File: config.mk
export PLATFORM = sky130hd
export DESIGN_NAME = interrupt_mode_mask_registers_unit
export DESIGN_NICKNAME = d
export VERILOG_FILES = /design/src/hdl/immr_pkg.sv /design/src/hdl/interrupt_mode_mask_registers_unit.sv
export SDC_FILE = /design/constraint.sdc
export NUM_CORES = 1
export LEC_CHECK = 0
export ABC_CLOCK_PERIOD_IN_PS = 2700
export CAP_MARGIN = 5
export CORE_MARGIN = 4
export CORE_UTILIZATION = 65
export CTS_BUF_LIST = sky130_fd_sc_hd__clkbuf_2 sky130_fd_sc_hd__clkbuf_4 sky130_fd_sc_hd__clkbuf_8
export CTS_CLUSTER_DIAMETER = 150
export DETAILED_ROUTE_END_ITERATION = 8
export DONT_BUFFER_PORTS = 1
export PLACE_DENSITY = 0.84
export SETUP_SLACK_MARGIN = 0.4
export SLEW_MARGIN = 0
export SYNTH_ARGS = -nofsm -noshare
export SYNTH_HDL_FRONTEND = slang
export SYNTH_SLANG_ARGS = --single-unit
export TNS_END_PERCENT = 100
File: constraint.sdc
create_clock -name clk -period 2.7 [get_ports clk]
set_clock_uncertainty 0.05 [all_clocks]
set_input_delay 0 -clock clk [delete_from_list [all_inputs] [get_ports clk]]
set_output_delay 0 -clock clk [all_outputs]
set_load 0.02 [all_outputs]
File: src/hdl/immr_pkg.sv
`timescale 1ns / 1ps
// ----------------------------------------------------------------------------
// immr_pkg
// Shared types and constants for the interrupt mode/mask register block.
// ----------------------------------------------------------------------------
package immr_pkg;

  localparam int unsigned DATA_W = 32;
  localparam int unsigned MODE_W = 10;
  localparam int unsigned LEN_W  = 7;
  localparam int unsigned SRC_N  = 6;
  localparam int unsigned WD_USE = 14;   // write data bits 13:0 carry meaning

  localparam logic [DATA_W-1:0] VERSION_WORD = 32'h0202_0102;

  // Request codes
  typedef logic [1:0] cmd_t;
  localparam cmd_t CMD_READ  = 2'd0;
  localparam cmd_t CMD_WRITE = 2'd1;
  localparam cmd_t CMD_EVENT = 2'd2;

  // Register select, offset bits 3:2
  typedef enum logic [1:0] {
    SEL_MODE    = 2'd0,
    SEL_VERSION = 2'd1,
    SEL_PENDING = 2'd2,
    SEL_MASK    = 2'd3
  } sel_t;

  // Mode write data bit positions
  localparam int unsigned MW_CLR_F7   = 7;
  localparam int unsigned MW_SET_F7   = 8;
  localparam int unsigned MW_CLR_F8   = 9;
  localparam int unsigned MW_SET_F8   = 10;
  localparam int unsigned MW_CLR_PND5 = 11;
  localparam int unsigned MW_CLR_F9   = 12;
  localparam int unsigned MW_SET_F9   = 13;

  // Flag bit positions inside the mode register
  localparam int unsigned MODE_F7 = 7;
  localparam int unsigned MODE_F8 = 8;
  localparam int unsigned MODE_F9 = 9;

  // Source whose pending bit a mode write may clear
  localparam int unsigned PND_CLR_SRC = 5;

endpackage

File: src/hdl/interrupt_mode_mask_registers_unit.sv
`timescale 1ns / 1ps
// ----------------------------------------------------------------------------
// interrupt_mode_mask_registers_unit
// Mode register, six pending bits and six mask bits behind a request port.
// ----------------------------------------------------------------------------
//
//  channel | direction | handshake          | payload
//  --------+-----------+--------------------+-----------------------------------
//  in_     | input     | in_valid/in_ready  | cmd, reg_offset, write_data,
//          |           |                    | source_id, source_level
//  out_    | output    | out_valid/out_ready| read_data, pending_bits, mask_bits
//
//  - One request per cycle sustained while out_ready stays high. A request
//    passes the input register, then the result register, before out_valid
//    rises; a stall on out_ready holds it in the input register.
//  - State (mode, pending, mask) updates as a request moves from the input
//    register to the result register, so requests are applied in order.
//  - The input register keeps taking a request while a result waits on
//    out_ready; only when both stages are full does in_ready drop.
//  - rst_n is synchronous, active low; it clears both valid flags and all
//    three state registers.
//
module interrupt_mode_mask_registers_unit
  import immr_pkg::*;
(
  input  logic                clk,
  input  logic                rst_n,
  // request channel
  input  logic                in_valid,
  output logic                in_ready,
  input  logic [1:0]          in_cmd,
  input  logic [3:0]          in_reg_offset,
  input  logic [DATA_W-1:0]   in_write_data,
  input  logic [2:0]          in_source_id,
  input  logic                in_source_level,
  // result channel
  output logic                out_valid,
  input  logic                out_ready,
  output logic [DATA_W-1:0]   out_read_data,
  output logic [SRC_N-1:0]    out_pending_bits,
  output logic [SRC_N-1:0]    out_mask_bits
);

  // --------------------------------------------------------------------------
  // Input register
  // --------------------------------------------------------------------------
  logic              in_valid_r;
  cmd_t              cmd_r;
  sel_t              sel_r;
  logic [WD_USE-1:0] wdata_r;    // only the low bits of write data matter
  logic [2:0]        src_r;
  logic              lvl_r;

  // --------------------------------------------------------------------------
  // State and result register
  // --------------------------------------------------------------------------
  logic [MODE_W-1:0] mode_r,    mode_nxt;
  logic [SRC_N-1:0]  pending_r, pending_nxt;
  logic [SRC_N-1:0]  mask_r,    mask_nxt;
  logic [DATA_W-1:0] rdata_nxt;

  logic              out_valid_r;
  logic [DATA_W-1:0] out_rdata_r;
  logic [SRC_N-1:0]  out_pend_r;
  logic [SRC_N-1:0]  out_mask_r;

  logic out_free;   // result register can take a new value this cycle
  logic advance;    // request moves from input register to result register
  logic in_take;

  assign out_free = !out_valid_r || out_ready;
  assign advance  = in_valid_r && out_free;
  assign in_ready = !in_valid_r || out_free;
  assign in_take  = in_valid && in_ready;

  always_ff @(posedge clk) begin
    if (!rst_n) begin
      in_valid_r <= 1'b0;
    end else if (in_ready) begin
      in_valid_r <= in_valid;
    end
  end

  always_ff @(posedge clk) begin
    if (in_take) begin
      cmd_r   <= in_cmd;
      sel_r   <= sel_t'(in_reg_offset[3:2]);
      wdata_r <= in_write_data[WD_USE-1:0];
      src_r   <= in_source_id;
      lvl_r   <= in_source_level;
    end
  end

  // --------------------------------------------------------------------------
  // Request decode and state update
  // --------------------------------------------------------------------------
  always_comb begin
    mode_nxt    = mode_r;
    pending_nxt = pending_r;
    mask_nxt    = mask_r;
    rdata_nxt   = '0;

    unique case (cmd_r)
      CMD_READ: begin
        unique case (sel_r)
          SEL_MODE:    rdata_nxt = {{(DATA_W-MODE_W){1'b0}}, mode_r};
          SEL_VERSION: rdata_nxt = VERSION_WORD;
          SEL_PENDING: rdata_nxt = {{(DATA_W-SRC_N){1'b0}}, pending_r};
          SEL_MASK:    rdata_nxt = {{(DATA_W-SRC_N){1'b0}}, mask_r};
        endcase
      end
      CMD_WRITE: begin
        unique case (sel_r)
          SEL_MODE: begin
            // length loads directly; flags are clear/set pairs, set wins
            mode_nxt[LEN_W-1:0] = wdata_r[LEN_W-1:0];
            mode_nxt[MODE_F7] = wdata_r[MW_SET_F7] |
                                (mode_r[MODE_F7] & ~wdata_r[MW_CLR_F7]);
            mode_nxt[MODE_F8] = wdata_r[MW_SET_F8] |
                                (mode_r[MODE_F8] & ~wdata_r[MW_CLR_F8]);
            mode_nxt[MODE_F9] = wdata_r[MW_SET_F9] |
                                (mode_r[MODE_F9] & ~wdata_r[MW_CLR_F9]);
            if (wdata_r[MW_CLR_PND5]) begin
              pending_nxt[PND_CLR_SRC] = 1'b0;
            end
          end
          SEL_MASK: begin
            for (int s = 0; s < SRC_N; s++) begin
              mask_nxt[s] = wdata_r[2*s+1] | (mask_r[s] & ~wdata_r[2*s]);
            end
          end
          SEL_VERSION, SEL_PENDING: ;   // read-only, write dropped
        endcase
      end
      CMD_EVENT: begin
        // sources six and seven do not exist
        if (src_r < 3'(SRC_N)) begin
          pending_nxt[src_r] = lvl_r;
        end
      end
      default: ;                        // unused code: no effect, reads zero
    endcase
  end

  always_ff @(posedge clk) begin
    if (!rst_n) begin
      mode_r      <= '0;
      pending_r   <= '0;
      mask_r      <= '0;
      out_valid_r <= 1'b0;
    end else begin
      if (advance) begin
        mode_r    <= mode_nxt;
        pending_r <= pending_nxt;
        mask_r    <= mask_nxt;
      end
      if (out_free) begin
        out_valid_r <= in_valid_r;
      end
    end
  end

  always_ff @(posedge clk) begin
    if (advance) begin
      out_rdata_r <= rdata_nxt;
      out_pend_r  <= pending_nxt;
      out_mask_r  <= mask_nxt;
    end
  end

  assign out_valid        = out_valid_r;
  assign out_read_data    = out_rdata_r;
  assign out_pending_bits = out_pend_r;
  assign out_mask_bits    = out_mask_r;

  // --------------------------------------------------------------------------
  // Assertions
  // --------------------------------------------------------------------------
  a_state_hold: assert property (@(posedge clk) disable iff (!rst_n)
    !advance |=> $stable(mode_r) && $stable(pending_r) && $stable(mask_r))
    else $error("state changed without a request moving");

  a_result_tracks_state: assert property (@(posedge clk) disable iff (!rst_n)
    out_valid_r |-> (out_pend_r == pending_r) && (out_mask_r == mask_r))
    else $error("pending/mask result differs from state");

  a_version_read: assert property (@(posedge clk) disable iff (!rst_n)
    advance && cmd_r == CMD_READ && sel_r == SEL_VERSION
    |=> out_rdata_r == VERSION_WORD)
    else $error("version read returned wrong word");

  a_nonread_zero: assert property (@(posedge clk) disable iff (!rst_n)
    advance && cmd_r != CMD_READ |=> out_rdata_r == '0)
    else $error("non-read request returned nonzero read data");

  a_no_overrun: assert property (@(posedge clk) disable iff (!rst_n)
    in_valid_r && out_valid_r && !out_ready |-> !in_ready)
    else $error("input accepted with both stages full");

endmodule
---- Word level (Yosys, flattened, before mapping) ----
Cells that the tools add are included.
storage, ports and cells
  output and inout port bits .............. 46
  logic and storage cells ................. 69
  flip-flop bits (word level) ............. 90
  bits of input ports ..................... 46
cells by class
  equal/unequal tests ..................... 5
  $lt $le $gt $ge ......................... 3
  bitwise operators ....................... 27
  reductions and logical operators ........ 10
  muxes and demuxes ....................... 11
operator list
  cell                count
  $pmux 32 s4         1
  $mux 6              3
  $and 1x1->1         9
  $not 1->1           9
  $or 1x1->1          9
  $bwmux 6            1
  $eq 2x2->1 const B  3
  $mux 5              1
  $eq 2x1->1 const B  2
  $logic_not 2->1     2
  $lt 3x4->1 const B  1
  $demux 1 s3         1
  $ge 3x1->1 const B  1
  $logic_and 1x1->1   3
  $lt 3x3->1 const B  1
  $mux 1              3
  $reduce_and 3->1    1
  $logic_not 1->1     2
  $logic_or 1x1->1    2
  $pmux 1 s2          1

---- Longest topological paths before layout ----
  word-level depth ........................ 7
  depth in mapped cells ................... 7
  mapped depth without buffers ............ 5

---- Least setup slack after synthesis ----
No wires, ideal clock.
  kind .................................... flip-flop to flip-flop
  from .................................... register out_valid_r (netlist: out_valid)
  to ...................................... register out_mask_r[0] (netlist: out_mask_bits[0]) (enable)
  cell stages (with the launch flop) ...... 4
  library setup time ...................... 403 ps
  path slack .............................. 517 ps
  required time ........................... 2247 ps
  clock period less this slack ............ 2183 ps
  data arrival time ....................... 1730 ps
  path buffers ............................ 1
  path through ............................ dfxtp_1 nor2b_1 buf_2 nor2_1
between the ends
  word-level cells in the longest chain between the ends .. 3
RTL lines
  item                    line                                       text
  start, declared         interrupt_mode_mask_registers_unit.sv:62   logic out_valid_r;
  start signal, assigned  interrupt_mode_mask_registers_unit.sv:158  out_valid_r <= in_valid_r;
  $logic_not 1->1         interrupt_mode_mask_registers_unit.sv:71   assign out_free = !out_valid_r || out_ready;
  $logic_or 1x1->1        interrupt_mode_mask_registers_unit.sv:71
  $logic_and 1x1->1       interrupt_mode_mask_registers_unit.sv:72   assign advance = in_valid_r && out_free;
  end signal, assigned    interrupt_mode_mask_registers_unit.sv:167  out_mask_r <= mask_nxt;
  end, declared           interrupt_mode_mask_registers_unit.sv:65   logic [SRC_N-1:0] out_mask_r;
No other way between the ends.
A chain may end at the register's enable or synchronous reset.

---- Worst setup path after layout ----
  from .................................... register sel_r[0]
  to ...................................... register mask_r[4]
between the ends
  word-level cells in the longest chain between the ends .. 3
RTL lines
  item                    line                                       text
  start, declared         interrupt_mode_mask_registers_unit.sv:49   sel_t sel_r;
  start signal, assigned  interrupt_mode_mask_registers_unit.sv:87   sel_r <= sel_t'(in_reg_offset[3:2]);
  $eq 2x2->1              interrupt_mode_mask_registers_unit.sv:113  unique case (sel_r)
  $mux 6                  interrupt_mode_mask_registers_unit.sv:113
  $mux 6                  interrupt_mode_mask_registers_unit.sv:103  unique case (cmd_r)
  end signal, assigned    interrupt_mode_mask_registers_unit.sv:155  mask_r <= mask_nxt;
  end, declared           interrupt_mode_mask_registers_unit.sv:59   logic [SRC_N-1:0] mask_r, mask_nxt;
No other way between the ends.

==> results by group <==
STA
  • Worst-Margin Slew: ~1.1 ns
  • Max-slew violations: 0
  • Max Clk Rate: between 0.4 and 0.5 GHz
  • Period utilisation layout: approximately four fifths
  • Final setup fails: 0
  • Slew HR: between 20% and 30%
  • RSZ-0062 raised after global routing: no
  • Fin crit period: approximately 2.1 ns
  • Count of final hold-check violations: 0
  • Setup_tns: 0 ns

Final layout
  • Final Instance Count excl. Fillers: ~330
  • Most frequent cells in the layout: edfxtp_1, dlygate4sd3_1, dfxtp_1, conb_1, nand2_1
  • # fillers: approximately 280
  • Commonest non-fill, non-tap cell in the layout: edfxtp_1
  • Area delta synth->final: 11.0%
  • Layout Nets: between 300 and 400
  • Antenna fix cells: 0
  • Share of layout cells above drive strength 1: approximately 17%

Detailed routing
  • Drt drc: 0
  • Antenna viol nets, final: 0
  • Total number of vias: 2071
  • DR vias/cell: ~6.3
  • WL/cell: 19.2 um
  • Drt pass-1 iters: 5
  • Routed WL: approximately 6300 um
  • DRT iter0 DRCs: around 280

Power and ir drop
  • Comb pwr share: 7.2%
  • Cell Int Power: ~1.6 mW
  • VDD IR-drop max: roughly 0.00057 V
  • Reg power frac: 57.8%
  • Clk pwr share: around a third
  • Net Switching: 0.490 mW
  • Net Sw Frac: approximately 23%
  • PwrDens: 613 nW/um2
  • Leakage power: 1.27 nW

Synthesis
  • Cells after Synth: between 200 and 300
  • Yosys reg bits: 69
  • Synthesized area per cell: between 10 and 15 um2
  • Seq/Total Area, Yosys: about 59%
  • Post-synth cell types: 44
  • Ys flop type: edfxtp_1
  • Largest family of logic cells by synthesized area: compound AO/OA/AOI/OAI gates
  • Compound-Gate Fraction of Synth Area: roughly 15%
  • Async SR Flop Fraction: 0%
  • Adder-cell share of the synthesized area: under 10%
  • Synth Area in Simple Gates: 12.2%
  • Post-Syn Area: 3110 um2
  • Post-synth EDFFs: 45
  • XOR/XNOR share of the synthesized area: 0%
  • YS warnings: 0
  • Mux cell area share after synthesis: about 3.3%

Clock network
  • CTS Buffer Depth: 2
  • TritonCTS clock tree: built
  • Post-CTS sizing: 0
  • Clock sinks: about 70
  • Clock H-tree levels: 3
  • Num CTS Buffers: 9
  • Reg clk slew, reported paths: about 0.060 ns
  • Clock Root Buffer: clkbuf_8
  • Skew-Pair Late Insertion Delay: 0.34 ns

Critical path
  • Worst Path Required: 2.93 ns
  • Setup crit start: sel_r[0]$_DFFE_PP_
  • Worst R2R Path Depth: 3
  • WP data arrival: between 2 and 2.5 ns
  • Worst-path fanout max: 19
  • Type of origin of the critical path: register
  • FF-to-FF Start: sel_r[0]$_DFFE_PP_
  • Reg-to-reg slack, setup: ~0.55 ns
  • Crit end category: register
  • Crit path kind: register to register
  • End of the worst register-to-register path: mask_r[4]$_SDFFE_PN0N_

GRT
  • Tot GR Track Use: between 20% and 30%
  • Largest net degree at the start of global routing: 29
  • First-pass GRT wire length: 10100 um
  • Vias in the first global route: 1894
  • GRT overflow: 0
  • Initial antenna violation count: 0

Hold path
  • Hold crit path type: primary input to register
  • Hold Crit Depth: 2
  • Hold Path End: out_valid$_SDFFE_PN0P_
  • Hold Path Origin: out_ready

Die
  • Die X: slightly below 80 um
  • Die footprint: about 6000 um2
  • Core ar.: about 4500 um2
  • Die height: about 77 um
  • Initial core utilization: 69.0%
  • Rows: 24
  • Boundary Pins: 92

Place
  • Placed Cells: 288
  • Dpl hpwl: a little under 4000 um
  • GP Congestion: roughly 0.82
  • Port Buffers: 0

Status
  • Outcome: finished clean

Flow run
  • Max_cap viols: 0
==> metal layers <==
layer	track usage [%]	routed length [um]	up-vias
li1	-	-	959
met1	29.2	2610	991
met2	34.6	3050	110
met3	7.96	538	11
met4	9.43	95	0
met5	0	0	-
==> final cells by class <==
cell class              count  area, um2  area share (%)
clock buffers              14        168            4.86
clock inverters             2       10.0           0.290
inverters                   8       30.0           0.870
multi-input cells         155       1080            31.2
flip-flops and latches     69       1830            53.1
well taps                  52       65.1            1.89
repair buffers             28        270            7.83
==> Yosys cell counts (all sizes together) (4+ instances only) <==
cell,number,area share [%]
a22oi,5,1.2
nor2b,6,1.2
clkbuf,6,0.72
nand2,19,2.3
nand4,9,1.8
a21oi,12,1.9
edfxtp,45,43
a21o,4,0.97
buf,33,7.2
nor2,4,0.48
and3,5,1.0
a41oi,9,2.5
a22o,6,1.7
o31ai,8,1.9
a31o,11,3.1
inv,8,0.97
mux2,8,3.0
dfxtp,24,15
==> metrics by stage <==
step | total power [mW] | instance area (um2) | setup slack, ns | utilization (%) | hold slack, ns
2_1_floorplan | 1.36 | 3180 | 0.517 | - | 0.0489
3_3_place_gp | 1.36 | 3030 | 0.672 | 67.3 | 0.0489
3_5_place_dp | 1.36 | 3030 | 0.626 | 67.3 | 0.0489
4_1_cts | 2.13 | 3450 | 0.583 | 76.6 | 0.0330
5_1_grt | 2.21 | 3450 | 0.441 | 76.6 | 0.0755
6_report | 2.11 | 3450 | 0.551 | 76.6 | 0.0649
==> registers in the layout, summed over array words and instances (netlist names) <==
register          flops
out_read_data        11
src_r                 3
pending_r             6
cmd_r                 2
out_valid             1
mode_r               10
lvl_r                 1
sel_r                 2
wdata_r              14
out_pending_bits      6
mask_r                6
out_mask_bits         6
in_valid_r            1
==> logic make-up (layout without fill, tap and decap cells) <==
| family | Yosys count | after routing |
|---|---|---|
| AO/OA/AOI/OAI | 63 | 63 |
| adder cells (fa/ha/maj) | 3 | 3 |
| buffers and inverters | 47 | 52 |
| flip-flops | 69 | 69 |
| multiplexers | 9 | 9 |
| other | 1 | 20 |
| AND/OR/NAND/NOR | 60 | 60 |
==> how the worst max path moves through the flow <==
stage,slack (ns),endpoint
2_1_floorplan,0.52,out_mask_bits[0]$_DFFE_PN_
3_3_place_gp,0.67,mask_r[0]$_SDFFE_PN0N_
3_5_place_dp,0.63,mask_r[1]$_SDFFE_PN0N_
4_1_cts,0.58,mask_r[1]$_SDFFE_PN0N_
5_1_grt,0.44,mask_r[4]$_SDFFE_PN0N_
6_report,0.55,mask_r[4]$_SDFFE_PN0N_
==> worst max-delay path, cell delays in order (launching register included) <==
cell and delay, ns:
edfxtp_1 0.74, and3_1 0.67, and3_1 0.43, a31o_2 0.20
==> power groups by stage <==
stage          combinational, mW  sequential [mW]  clock [mW]
2_1_floorplan              0.132             1.23           0
5_1_grt                    0.166             1.22       0.817
3_3_place_gp               0.113             1.24           0
4_1_cts                    0.148             1.22       0.758
3_5_place_dp               0.115             1.24           0
6_report                   0.153             1.22       0.740
==> what timing repair did <==
| item | in CTS | in global routing |
|---|---|---|
| endpoints found under the hold margin | 46 | 0 |
| hold buffers | 24 | 0 |
| setup buffers | 0 | 0 |
(Power assumes the default switching activity.)
